==> src/rtl/core/tvsg_pkg.sv <==
// Shared types, constants and tables for the three-voice sound generator.
package tvsg_pkg;

    localparam int unsigned STEP_LIMIT_DEFAULT = 1000000;
    localparam int unsigned STEP_W = 20;
    localparam int unsigned QUEUE_DEPTH = 2;

    typedef enum logic [1:0] {
        OP_SELECT = 2'd0,
        OP_WRITE  = 2'd1,
        OP_READ   = 2'd2,
        OP_RENDER = 2'd3
    } t_op;

    localparam logic [3:0] REG_MIXER     = 4'd7;
    localparam logic [3:0] REG_AMP_A     = 4'd8;
    localparam logic [3:0] REG_ENV_FINE  = 4'd11;
    localparam logic [3:0] REG_ENV_COARSE = 4'd12;
    localparam logic [3:0] REG_SHAPE     = 4'd13;
    localparam logic [3:0] REG_NOISE     = 4'd6;

    // one classified beat handed from front to back
    typedef struct packed {
        t_op                op;
        logic [7:0]         value;
        logic [STEP_W-1:0]  steps;
    } t_cmd;

    function automatic logic [14:0] vol_lut(input logic [3:0] idx);
        logic [14:0] r;
        unique case (idx)
            4'd0:  r = 15'd0;
            4'd1:  r = 15'd1304;
            4'd2:  r = 15'd1642;
            4'd3:  r = 15'd2067;
            4'd4:  r = 15'd2603;
            4'd5:  r = 15'd3277;
            4'd6:  r = 15'd4125;
            4'd7:  r = 15'd5193;
            4'd8:  r = 15'd6538;
            4'd9:  r = 15'd8231;
            4'd10: r = 15'd10362;
            4'd11: r = 15'd13045;
            4'd12: r = 15'd16422;
            4'd13: r = 15'd20675;
            4'd14: r = 15'd26028;
            default: r = 15'd32767;
        endcase
        return r;
    endfunction

endpackage

==> src/rtl/core/tvsg_if.sv <==
// Valid/ready channel interfaces for the sound generator.
interface tvsg_in_if;
    import tvsg_pkg::*;
    logic       valid;
    logic       ready;
    logic [1:0] operation;
    logic [7:0] bus_value;
    logic [19:0] step_count;
    modport source(output valid, operation, bus_value, step_count, input ready);
    modport sink(input valid, operation, bus_value, step_count, output ready);
endinterface

interface tvsg_out_if;
    logic        valid;
    logic        ready;
    logic [7:0]  read_value;
    logic [14:0] sample;
    logic        sample_valid;
    modport source(output valid, read_value, sample, sample_valid, input ready);
    modport sink(input valid, read_value, sample, sample_valid, output ready);
endinterface

==> src/rtl/core/tvsg_front.sv <==
// Front end: accepts beats, clamps step counts and queues commands.
module tvsg_front
    import tvsg_pkg::*;
#(
    parameter int unsigned STEP_LIMIT = STEP_LIMIT_DEFAULT
) (
    input  logic       i_clk,
    input  logic       i_rst_n,
    tvsg_in_if.sink    i_in,
    output logic       o_cmd_valid,
    output t_cmd       o_cmd,
    input  logic       i_cmd_pop
);
    localparam logic [STEP_W-1:0] LIMIT = STEP_W'(STEP_LIMIT);

    t_cmd       r_q [QUEUE_DEPTH];
    logic       r_wp, n_wp, r_rp, n_rp;
    logic [1:0] r_cnt, n_cnt;
    logic       push;
    t_cmd       cmd_in;

    assign i_in.ready = (r_cnt != 2'(QUEUE_DEPTH));
    assign push = i_in.valid && i_in.ready;

    always_comb begin
        cmd_in.op    = t_op'(i_in.operation);
        cmd_in.value = i_in.bus_value;
        cmd_in.steps = (i_in.step_count > LIMIT) ? LIMIT : i_in.step_count;
    end

    always_comb begin
        n_wp  = push ? ~r_wp : r_wp;
        n_rp  = i_cmd_pop ? ~r_rp : r_rp;
        n_cnt = r_cnt + 2'(push) - 2'(i_cmd_pop);
    end

    always_ff @(posedge i_clk) begin
        if (!i_rst_n) begin
            r_wp <= 1'b0; r_rp <= 1'b0; r_cnt <= 2'd0;
        end else begin
            r_wp <= n_wp; r_rp <= n_rp; r_cnt <= n_cnt;
        end
    end

    always_ff @(posedge i_clk) begin
        if (push) begin
            r_q[r_wp] <= cmd_in;
        end
    end

    assign o_cmd_valid = (r_cnt != 2'd0);
    assign o_cmd       = r_q[r_rp];
endmodule

==> src/rtl/core/tvsg_back.sv <==
// Back end: register file, tone/noise/envelope generators and mixer.
module tvsg_back
    import tvsg_pkg::*;
(
    input  logic       i_clk,
    input  logic       i_rst_n,
    input  logic       i_cmd_valid,
    input  t_cmd       i_cmd,
    output logic       o_cmd_pop,
    tvsg_out_if.source o_out
);
    typedef enum logic [3:0] {
        ST_IDLE = 4'b0001,
        ST_STEP = 4'b0010,
        ST_MIX  = 4'b0100,
        ST_DIV  = 4'b1000
    } t_state;

    t_state      r_st, n_st;
    logic [7:0]  r_regs [16];
    logic [3:0]  r_sel;
    logic [11:0] r_tcnt [3];
    logic [2:0]  r_tlev;
    logic [4:0]  r_ncnt;
    logic [16:0] r_lfsr;
    logic        r_nlev;
    logic [15:0] r_ecnt;
    logic [5:0]  r_epos;
    logic        r_erise, r_efroz;
    logic [STEP_W-1:0] r_left;
    logic [16:0] r_sum;
    logic        r_ov;
    logic [7:0]  r_rd;
    logic [14:0] r_smp;
    logic        r_sv;

    logic        out_free, do_step, load_out;
    logic [3:0]  env_lvl;
    logic [16:0] mix_sum;
    logic [14:0] quot;

    assign out_free = !r_ov || o_out.ready;
    assign o_cmd_pop = i_cmd_valid && (r_st == ST_IDLE) && out_free &&
                       !(i_cmd.op == OP_RENDER && i_cmd.steps != '0) &&
                       i_cmd.op != OP_RENDER
                     || (r_st == ST_DIV && out_free);
    assign do_step = (r_st == ST_STEP);
    // a result beat is loaded for every bus op and at the end of a render
    assign load_out = (r_st == ST_IDLE && i_cmd_valid && out_free &&
                       i_cmd.op != OP_RENDER) || (r_st == ST_DIV && out_free);

    always_comb begin
        logic [4:0] p;
        logic [4:0] q;
        p = r_epos[4:0];
        q = 5'd31 - p;
        if (!r_regs[REG_SHAPE][3] && r_efroz) env_lvl = 4'd0;
        else env_lvl = r_erise ? p[4:1] : q[4:1];
    end

    always_comb begin
        logic [3:0] idx;
        logic tb, nb;
        mix_sum = '0;
        for (int v = 0; v < 3; v++) begin
            tb = r_regs[REG_MIXER][v] || r_tlev[v];
            nb = r_regs[REG_MIXER][v+3] || r_nlev;
            idx = r_regs[REG_AMP_A + 4'(v)][4] ? env_lvl : r_regs[REG_AMP_A + 4'(v)][3:0];
            if (tb && nb) mix_sum = mix_sum + 17'(vol_lut(idx));
        end
    end

    // divide by three via reciprocal multiply: sum < 2^17
    always_comb begin
        logic [34:0] prod;
        prod = 35'(r_sum) * 35'd43691;
        quot = prod[31:17];
    end

    always_comb begin
        n_st = r_st;
        unique case (r_st)
            ST_IDLE: if (i_cmd_valid && out_free && i_cmd.op == OP_RENDER)
                n_st = (i_cmd.steps != '0) ? ST_STEP : ST_MIX;
            ST_STEP: if (r_left == STEP_W'(1)) n_st = ST_MIX;
            ST_MIX:  n_st = ST_DIV;
            ST_DIV:  if (out_free) n_st = ST_IDLE;
            default: n_st = ST_IDLE;
        endcase
    end

    always_ff @(posedge i_clk) begin
        logic [11:0] tp;
        logic [4:0]  np;
        logic [15:0] ep;
        logic [5:0]  pos;
        if (!i_rst_n) begin
            r_st <= ST_IDLE;
            for (int i = 0; i < 16; i++) r_regs[i] <= 8'd0;
            r_sel <= '0;
            for (int v = 0; v < 3; v++) r_tcnt[v] <= '0;
            r_tlev <= 3'b111; r_ncnt <= '0; r_lfsr <= 17'd1; r_nlev <= 1'b1;
            r_ecnt <= '0; r_epos <= '0; r_erise <= 1'b1; r_efroz <= 1'b0;
            r_ov <= 1'b0; r_left <= '0;
        end else begin
            r_st <= n_st;
            if (load_out) r_ov <= 1'b1;
            else if (o_out.ready) r_ov <= 1'b0;
            if (r_st == ST_IDLE && i_cmd_valid && out_free) begin
                unique case (i_cmd.op)
                    OP_SELECT: begin
                        r_sel <= i_cmd.value[3:0];
                        r_rd <= '0; r_smp <= '0; r_sv <= 1'b0;
                    end
                    OP_WRITE: begin
                        r_regs[r_sel] <= i_cmd.value;
                        if (r_sel == REG_SHAPE) begin
                            r_epos <= '0; r_efroz <= 1'b0; r_erise <= i_cmd.value[2];
                        end
                        r_rd <= '0; r_smp <= '0; r_sv <= 1'b0;
                    end
                    OP_READ: begin
                        r_rd <= r_regs[r_sel]; r_smp <= '0; r_sv <= 1'b0;
                    end
                    OP_RENDER: r_left <= i_cmd.steps;
                    default: ;
                endcase
            end
            if (do_step) begin
                r_left <= r_left - STEP_W'(1);
                for (int v = 0; v < 3; v++) begin
                    tp = {r_regs[2*v+1][3:0], r_regs[2*v]};
                    if (tp == '0) tp = 12'd1;
                    if (r_tcnt[v] + 12'd1 >= tp || r_tcnt[v] == 12'hfff) begin
                        r_tcnt[v] <= '0; r_tlev[v] <= ~r_tlev[v];
                    end else r_tcnt[v] <= r_tcnt[v] + 12'd1;
                end
                np = r_regs[REG_NOISE][4:0];
                if (np == '0) np = 5'd1;
                if (r_ncnt + 5'd1 >= np || r_ncnt == 5'h1f) begin
                    r_ncnt <= '0;
                    r_lfsr <= {r_lfsr[0] ^ r_lfsr[3], r_lfsr[16:1]};
                    r_nlev <= r_lfsr[1];
                end else r_ncnt <= r_ncnt + 5'd1;
                ep = {r_regs[REG_ENV_COARSE], r_regs[REG_ENV_FINE]};
                if (ep == '0) ep = 16'd1;
                if (r_ecnt + 16'd1 >= ep || r_ecnt == 16'hffff) begin
                    r_ecnt <= '0;
                    if (!r_efroz) begin
                        pos = r_epos + 6'd1;
                        if (pos >= 6'd32) begin
                            if (!r_regs[REG_SHAPE][3]) begin
                                r_epos <= 6'd32; r_efroz <= 1'b1;
                            end else if (r_regs[REG_SHAPE][0]) begin
                                r_epos <= 6'd31; r_efroz <= 1'b1;
                                if (r_regs[REG_SHAPE][1]) r_erise <= ~r_erise;
                            end else begin
                                r_epos <= 6'd0;
                                if (r_regs[REG_SHAPE][1]) r_erise <= ~r_erise;
                            end
                        end else r_epos <= pos;
                    end
                end else r_ecnt <= r_ecnt + 16'd1;
            end
            if (r_st == ST_MIX) r_sum <= mix_sum;
            if (r_st == ST_DIV && out_free) begin
                r_rd <= '0; r_smp <= quot; r_sv <= 1'b1;
            end
        end
    end

    assign o_out.valid        = r_ov;
    assign o_out.read_value   = r_rd;
    assign o_out.sample       = r_smp;
    assign o_out.sample_valid = r_sv;
endmodule

==> src/rtl/core/three_voice_sound_generator.sv <==
// Top level of the three-voice sound generator.
// Usage:
//   i_in carries bus beats: select, write, read or render (with a step count).
//   o_out gives exactly one result beat per input beat, in order.
//   Select, write and read results are registered in the result register.
//   A render runs min(step_count, STEP_LIMIT) internal steps, one step per
//   cycle in the back end's generator unit, then a mix state and a divide
//   state before its result is registered.
//   A two-entry command queue separates the front end from the back end,
//   so new beats are accepted while a render runs or a result waits.
//   When the receiver stalls, the result register holds and the queue fills;
//   i_in.ready drops when the queue is full.
//   Reset (synchronous, active low) clears the register file, the generator
//   state and the queue; the block is ready in the first cycle after reset.
module three_voice_sound_generator
    import tvsg_pkg::*;
#(
    parameter int unsigned STEP_LIMIT = STEP_LIMIT_DEFAULT
) (
    input  logic       i_clk,
    input  logic       i_rst_n,
    tvsg_in_if.sink    i_in,
    tvsg_out_if.source o_out
);
    logic cmd_valid, cmd_pop;
    t_cmd cmd;

    tvsg_front #(.STEP_LIMIT(STEP_LIMIT)) u_front (
        .i_clk(i_clk), .i_rst_n(i_rst_n), .i_in(i_in),
        .o_cmd_valid(cmd_valid), .o_cmd(cmd), .i_cmd_pop(cmd_pop)
    );

    tvsg_back u_back (
        .i_clk(i_clk), .i_rst_n(i_rst_n), .i_cmd_valid(cmd_valid),
        .i_cmd(cmd), .o_cmd_pop(cmd_pop), .o_out(o_out)
    );
endmodule

==> src/flat_wrapper.sv <==
// flat-port wrapper written by rule: the top's interface ports become plain ports
module three_voice_sound_generator_flat import tvsg_pkg::*;
#(
    parameter int unsigned STEP_LIMIT = STEP_LIMIT_DEFAULT
)
  (i_clk, i_rst_n, i_in_valid, i_in_operation, i_in_bus_value, i_in_step_count, i_in_ready, o_out_valid, o_out_read_value, o_out_sample, o_out_sample_valid, o_out_ready);
  tvsg_in_if i_in_i ();
  tvsg_out_if o_out_i ();
  input  logic i_clk;
  input  logic i_rst_n;
  input wire logic [$bits(i_in_i.valid)-1:0] i_in_valid;
  input wire logic [$bits(i_in_i.operation)-1:0] i_in_operation;
  input wire logic [$bits(i_in_i.bus_value)-1:0] i_in_bus_value;
  input wire logic [$bits(i_in_i.step_count)-1:0] i_in_step_count;
  output wire logic [$bits(i_in_i.ready)-1:0] i_in_ready;
  output wire logic [$bits(o_out_i.valid)-1:0] o_out_valid;
  output wire logic [$bits(o_out_i.read_value)-1:0] o_out_read_value;
  output wire logic [$bits(o_out_i.sample)-1:0] o_out_sample;
  output wire logic [$bits(o_out_i.sample_valid)-1:0] o_out_sample_valid;
  input wire logic [$bits(o_out_i.ready)-1:0] o_out_ready;
  assign i_in_i.valid = i_in_valid;
  assign i_in_i.operation = i_in_operation;
  assign i_in_i.bus_value = i_in_bus_value;
  assign i_in_i.step_count = i_in_step_count;
  assign i_in_ready = i_in_i.ready;
  assign o_out_valid = o_out_i.valid;
  assign o_out_read_value = o_out_i.read_value;
  assign o_out_sample = o_out_i.sample;
  assign o_out_sample_valid = o_out_i.sample_valid;
  assign o_out_i.ready = o_out_ready;
  three_voice_sound_generator #(.STEP_LIMIT(STEP_LIMIT)) u_core (.i_clk(i_clk), .i_rst_n(i_rst_n), .i_in(i_in_i), .o_out(o_out_i));
endmodule
==> config.mk <==
export PLATFORM = sky130hd
export DESIGN_NAME = three_voice_sound_generator_flat
export DESIGN_NICKNAME = d
export VERILOG_FILES = /design/src/rtl/core/tvsg_pkg.sv /design/src/rtl/core/tvsg_if.sv /design/src/rtl/core/tvsg_front.sv /design/src/rtl/core/tvsg_back.sv /design/src/rtl/core/three_voice_sound_generator.sv /design/src/flat_wrapper.sv
export SDC_FILE = /design/constraint.sdc
export NUM_CORES = 1
export LEC_CHECK = 0
export ABC_AREA = 1
export BUFFER_PORTS_ARGS = -buffer_cell sky130_fd_sc_hd__buf_2
export CORE_MARGIN = 4
export CORE_UTILIZATION = 61
export DETAILED_ROUTE_END_ITERATION = 16
export GPL_ROUTABILITY_DRIVEN = 0
export GPL_TIMING_DRIVEN = 1
export MAX_ROUTING_LAYER = met4
export PLACE_DENSITY = 0.8
export SKIP_LAST_GASP = 1
export SLEW_MARGIN = 15
export SYNTH_ARGS = -nofsm -noshare
export SYNTH_HDL_FRONTEND = slang
export SYNTH_HIERARCHICAL = 1
export SYNTH_SLANG_ARGS = --single-unit
export TNS_END_PERCENT = 100
==> constraint.sdc <==
create_clock -name i_clk -period 6.36 [get_ports i_clk]
set_input_delay 0.318 -clock i_clk [delete_from_list [all_inputs] [get_ports i_clk]]
set_output_delay 0.318 -clock i_clk [all_outputs]
set_load 0.02 [all_outputs]
==> summary.txt, run 1 <==
Critical path
  – Path type of the worst setup path: flip-flop to flip-flop
  – Crit path capture type: flip-flop
  – Launch point of the worst reg-to-reg path: u_core/u_back/r_sum[1]
  – RR Endpoint: u_core/u_back/o_out.sample[9]
  – CP arrival: 5.74 ns
  – R2R setup slack: 0.92 ns
  – Crit start category: flip-flop
  – FF-to-FF path depth: 18
  – Worst Path Buf+Inv: 5
  – CP max FO: 7
  – Cell at the slowest stage of the critical path: fa_1
  – Crit-path cells: ha_1, inv_1, fa_1, fa_1, inv_1, fa_1, fa_1, inv_1, fa_1, inv_1, ha_1, nand2_1, nor2_1, inv_1, nor3_1, nand2_1, a21oi_1, nor2_1
  – Worst path top cell family by delay: adder cells
  – Max stage delay on crit path: 0.55 ns
  – Critical Path RT: 6.66 ns
  – Worst Setup SP: u_core/u_back/r_sum[1]

Hold path
  – Hold path start: i_in_step_count[14]
  – Worst Hold Class: primary input to flip-flop
  – Hold path endpoint: u_core/u_front/r_q[0][14]
  – Hold depth: 3

Layout
  – Most common cell after layout, fill and taps aside: nand2_1
  – Nets@finish: 3623
  – Layout cells sized above 1: 0.0804
  – Area grow syn2layout: 8.47%
  – Post-Layout Cell Count: 3860
  – Most frequent cells in the layout: nand2_1, inv_1, nor2_1
  – Antenna cells: 0

Power and ir drop
  – Sw power: 2750 uW
  – Peak VDD IR: 282 uV
  – Internal: 4930 uW
  – Sequential share of power: 0.370
  – Power Dens Cells: 269 nW/um^2
  – Clock power frac: 0.306
  – Comb pwr share: 0.324
  – Leak pwr: 0.0133 uW
  – Switching share of power: 0.358

Timing
  – RSZ-0062 raised after global routing: no
  – Setup TNS: 0 ns
  – Final min period: 5.44 ns
  – Worst slew pin tran: 1.16 ns
  – Slew headroom: 0.230
  – Final hold vios: 0
  – Max-slew violations: 0
  – Final setup fails: 0
  – Clock skew: 0.0345 ns
  – F_max: 184 MHz
  – Final period utilization: 0.856

Route
  – DR WL/cell: 17.3 um
  – Drt total wl: 66.7 mm
  – Vias: 22400
  – Pre-antenna DRT Iters: 8
  – Post-DRT Antenna Nets: 0
  – Initial DRC Count: 2291
  – Vias per cell: 5.80
  – Number of remaining DRC errors: 0

Clocking
  – Clock Tree Buf Depth: 3
  – CTS clock-pin slew for the worst setup and hold paths: 0.06 ns
  – H-Tree Depth: 2
  – Root buffer cell: clkbuf_16
  – Clk_lat worst skew: 0.57 ns
  – TritonCTS clock tree: built
  – CTS Buf Count: 40
  – Post-CTS setup buffers: 0
  – Clock sinks: 352

Synthesis
  – EDFF count, synth: 265
  – Post-Syn Nets: 3574
  – Post-synthesis async set-or-reset flop share: 0
  – Synth cell types: 60
  – Yosys top cell area share: 0.302
  – Yosys top cell by area: edfxtp_1
  – Seq cells post-synth: 352
  – Post-synthesis cell count: 3203
  – Ys flop type: edfxtp_1
  – Synthesized area: 26400 um^2
  – Syn_area_per_cell: 8.23 um^2
  – Synth area leaders: edfxtp_1, ha_1, nand2_1
  – Sequential fraction of the synthesis area: 0.368
  – Synth Warn #: 6

Floorplanning
  – Die W: 216 um
  – Rows: 75
  – Core area: 42300 um^2
  – Die H: 216 um
  – Full die area: 46600 um^2
  – IO Pins: 60
  – Initial core utilization: 0.623

GRT
  – Gr ovfl total: 0
  – First-pass GRT wire length: 107 mm
  – Vias in the first global route: 21700
  – Largest net degree at the start of global routing: 77
  – Initial antenna violation count: 0
  – Global Route Usage Sum: 0.288

Place
  – Port Buffers: 59
  – DP HPWL: 50.3 mm
  – Inst Count DP: 3772

Status
  – Outcome: finished clean

Job
  – Max cap viols: 0
-- cell families (layout without fill, tap and decap cells) --
group | Yosys count | count (layout) | share of synthesized area
fa+ha+maj | 337 | 337 | 0.186
mux | 31 | 31 | 0.0137
compound gates | 508 | 508 | 0.110
xor+xnor | 64 | 64 | 0.0213
flops | 352 | 352 | 0.368
buf+inv | 599 | 679 | 0.0889
simple gates | 1312 | 1312 | 0.213
-- worst max-delay path by stage --
stage,end,slack [ns],depth (start not counted)
after floorplan,u_core/u_back/o_out.sample[0],1.44,18
final,u_core/u_back/o_out.sample[9],0.92,18
after global placement,u_core/u_back/o_out.sample[0],1.20,18
after global routing,u_core/u_back/r_sum[9],0.58,23
after CTS,u_core/u_back/o_out.sample[9],0.97,18
after detailed placement,u_core/u_back/o_out.sample[13],1.05,18
-- power by group through the flow --
stage / Combinational [uW] / Clock (uW) / Sequential (uW)
floorplan: 1770 / 0 / 2890
detailed placement: 2390 / 0 / 2890
global placement: 2340 / 0 / 2870
CTS: 2420 / 2390 / 2840
global route: 2740 / 2490 / 2860
finish: 2490 / 2350 / 2840
-- sequential cells by signal (all words and copies together) (netlist names), 15 cells and up, named ones only --
signal,flops
u_core/u_back/r_tcnt,36
u_core/u_back/r_regs,128
u_core/u_back/r_left,20
u_core/u_back/r_ecnt,16
u_core/u_back/r_sum,17
u_core/u_back/r_lfsr,17
u_core/u_back/o_out.sample,15
u_core/u_front/r_q,60
-- metrics by stage --
step	hold slack [ns]	cell area [um^2]	total power (uW)	setup slack, ns	util
floorplan	0.411	26400	4660	1.44	-
global placement	0.442	27100	5210	1.20	0.640
detailed placement	0.464	27100	5280	1.05	0.640
CTS	0.0520	28600	7650	0.967	0.675
global route	0.0757	28600	8080	0.583	0.675
finish	0.0698	28600	7680	0.916	0.675
-- tightest hold or removal path: stages --
cell and delay [ns]:
buf_2 0.08, inv_2 0.04, nand2_1 0.07
-- cell usage after synthesis (all sizes together) (14+ instances only) --
cell	n
nand2	580
inv	513
nor2	457
edfxtp	265
ha	247
o21ai	218
a21oi	183
nand3	164
fa	90
dfxtp	87
clkbuf	49
xor2	46
nand4	41
buf	32
mux2	30
nor3	27
o22ai	27
xnor2	18
nand3b	14
-- cell type report --
type | instances | area, um^2
Sequential cell | 352 | 9700
Tap cell | 577 | 722
Inverter | 518 | 1940
Fill cell | 3261 | 13700
Clock inverter | 20 | 224
Clock buffer | 53 | 1130
Multi-Input combinational cell | 2252 | 14300
Timing Repair Buffer | 88 | 546
-- per-layer routing --
layer	share of wire	global-route usage
met1	0.40	0.361
met2	0.48	0.481
met3	0.075	0.0354
met4	0.040	0.109
met5	0	-
-- timing repair --
action / in CTS / in global routing
endpoints found under the setup margin: 0 / 0
gates resized for setup: 0 / 0
hold endpoints to repair: 28 / 0
hold buffers: 14 / 0
No activity file was read; power rests on OpenSTA's default activity.
==> run 2: changes to the inputs <==
--- a/config.mk
+++ b/config.mk
@@ -8,10 +8,10 @@
 export ABC_AREA = 1
 export BUFFER_PORTS_ARGS = -buffer_cell sky130_fd_sc_hd__buf_2
 export CORE_MARGIN = 4
-export CORE_UTILIZATION = 61
+export CORE_UTILIZATION = 58
 export DETAILED_ROUTE_END_ITERATION = 16
 export GPL_ROUTABILITY_DRIVEN = 0
-export GPL_TIMING_DRIVEN = 1
+export GPL_TIMING_DRIVEN = 0
 export MAX_ROUTING_LAYER = met4
 export PLACE_DENSITY = 0.8
 export SKIP_LAST_GASP = 1
==> constraint.sdc (replaced) <==
create_clock -name i_clk -period 4.7 [get_ports i_clk]
set_input_delay 0.235 -clock i_clk [delete_from_list [all_inputs] [get_ports i_clk]]
set_output_delay 0.235 -clock i_clk [all_outputs]
set_load 0.02 [all_outputs]
==> summary.txt, run 2 (synthesis gave the netlist of run 1 again) <==
Power and ir drop
  – Peak VDD IR: 357 uV
  – Leak pwr: 0.0140 uW
  – Power Dens Cells: 361 nW/um^2
  – Total Power: 11100 uW

Critical path
  – FF-to-FF path depth: 18
  – Worst Path Buf+Inv: 5
  – Launch point of the worst reg-to-reg path: u_core/u_back/r_sum[6]
  – Top cell by count, worst path: fa_1
  – Crit path capture type: flip-flop
  – Crit-path cells: ha_4, fa_1, inv_1, fa_1, fa_1, inv_2, fa_1, inv_1, fa_1, inv_2, ha_4, nand2_4, nor2_4, inv_2, nor3_2, nand2_1, a21oi_2, nor2_1
  – CP arrival: 5.37 ns
  – Critical Path RT: 5.02 ns
  – CP max FO: 4
  – Path type of the worst setup path: flip-flop to flip-flop
  – Critical Path Stages: 18
  – Worst Setup SP: u_core/u_back/r_sum[6]
  – Cell at the slowest stage of the critical path: edfxtp_1
  – Crit start category: flip-flop
  – Max stage delay on crit path: 0.53 ns
  – Worst path top cell family by delay: adder cells

Clocking
  – Root buffer cell: clkbuf_16
  – CTS Buf Count: 40
  – CTS clock-pin slew for the worst setup and hold paths: 0.06 ns
  – Clock Tree Buf Depth: 3
  – Clk_lat worst skew: 0.58 ns
  – H-Tree Depth: 2
  – Clock sinks: 352
  – TritonCTS clock tree: built

Layout
  – Nets@finish: 3762
  – Most common cell after layout, fill and taps aside: nand2_1
  – Largest register FFs: 128
  – Fillers: 3250
  – Largest registers in the final layout: u_core/u_back/r_regs: 128 flops, u_core/u_front/r_q: 60 flops, u_core/u_back/r_tcnt: 36 flops
  – Largest Register: u_core/u_back/r_regs
  – Area grow syn2layout: 16.6%
  – Layout cells sized above 1: 0.152
  – Antenna cells: 0
  – Area of the multi-input gates: 15400 um^2
  – Most frequent cells in the layout: nand2_1, inv_1, nor2_1
  – FF+latch area: 9710 um^2
  – Util after Layout: 0.689

Timing
  – Clock skew: 0.0209 ns
  – Slew headroom: 0.228
  – Final min period: 5.05 ns
  – Final setup fails: 14
  – RSZ-0062 raised after global routing: yes
  – F_max: 198 MHz
  – Final WS setup: -0.347 ns
  – Final period utilization: 1.07
  – Final hold vios: 0
  – Worst slew pin tran: 1.15 ns
  – Max-slew violations: 0

Floorplanning
  – Die H: 221 um
  – Die W: 221 um
  – Core area: 44600 um^2
  – IO Pins: 60
  – Full die area: 48900 um^2
  – Rows: 77
  – Initial core utilization: 0.591

GRT
  – Vias in the first global route: 23400
  – Initial antenna violation count: 0
  – Global Route Usage Sum: 0.291
  – Gr ovfl total: 0
  – Largest net degree at the start of global routing: 46
  – First-pass GRT wire length: 115 mm

Route
  – Vias per cell: 5.89
  – Initial DRC Count: 2718
  – Post-DRT Antenna Nets: 0
  – Drt total wl: 72.9 mm
  – Pre-antenna DRT Iters: 9
  – DR WL/cell: 18.2 um
  – Vias: 23600
  – Number of remaining DRC errors: 0

Job
  – Max cap viols: 0

Status
  – Failing checks: negative setup slack
  – Outcome: finished with violations

Place
  – Port Buffers: 59
  – Place WS: -0.786 ns
  – DP HPWL: 51.8 mm

Hold path
  – Hold depth: 3
  – Hold path start: i_in_step_count[11]
  – Worst Hold Class: primary input to flip-flop
[run 2: per-layer routing]
| metal | track usage | wire length (um) | up-vias | share of wire |
|---|---|---|---|---|
| li1 | - | - | 11000 | - |
| met1 | 0.353 | 28000 | 11100 | 0.38 |
| met2 | 0.486 | 35100 | 1331 | 0.48 |
| met3 | 0.0416 | 5950 | 295 | 0.082 |
| met4 | 0.133 | 3800 | 0 | 0.052 |
| met5 | - | 0 | - | 0 |
[run 2: metrics by stage]
step / cells / setup TNS [ns] / hold slack, ns / cell area [um^2]
after detailed placement: 3857 / -12.23 / 0.430 / 27600
after floorplan: 3203 / 0 / 0.328 / 26500
after global routing: 4015 / -6.13 / 0.0293 / 30700
after CTS: 3996 / -1.72 / 0.00174 / 30200
after global placement: 3854 / -10.12 / 0.422 / 27500
final: 4015 / -3.28 / 0.0282 / 30700
[run 2: layout make-up]
type	instances	share of cell area
Inverter	518	0.0635
Buffer	80	0.0130
Tap cell	592	0.0241
Multi-Input combinational cell	2252	0.500
Timing Repair Buffer	147	0.0349
Clock buffer	49	0.0353
Sequential cell	352	0.316
Clock inverter	25	0.0133
[run 2: worst paths after layout]
path | to | slack [ns]
max | u_core/u_back/o_out.sample[12] | -0.35
max reg2reg | u_core/u_back/o_out.sample[12] | -0.35
min reg2reg | u_core/u_back/r_left[18] | 0.48
min | u_core/u_front/r_q[0][11] | 0.03
[run 2: timing repair]
item / in CTS / in global routing
resized for setup: 110 / 117
buffers inserted: 41 / 19
hold endpoints to repair: 51 / 0
hold buffers: 25 / 0
setup endpoints to repair: 27 / 27
pin swaps: 35 / 46
[run 2: report_power, final]
part,internal (uW),total [uW],switching [uW],leakage [uW]
combinational,1300,3770,2470,0.00997
clock,2160,3470,1310,0.000727
sequential,3680,3840,161,0.00334
[run 2: tightest hold or removal path, stage by stage]
cell and delay [ns]:
buf_2 0.11, inv_1 0.06, a21oi_2 0.03
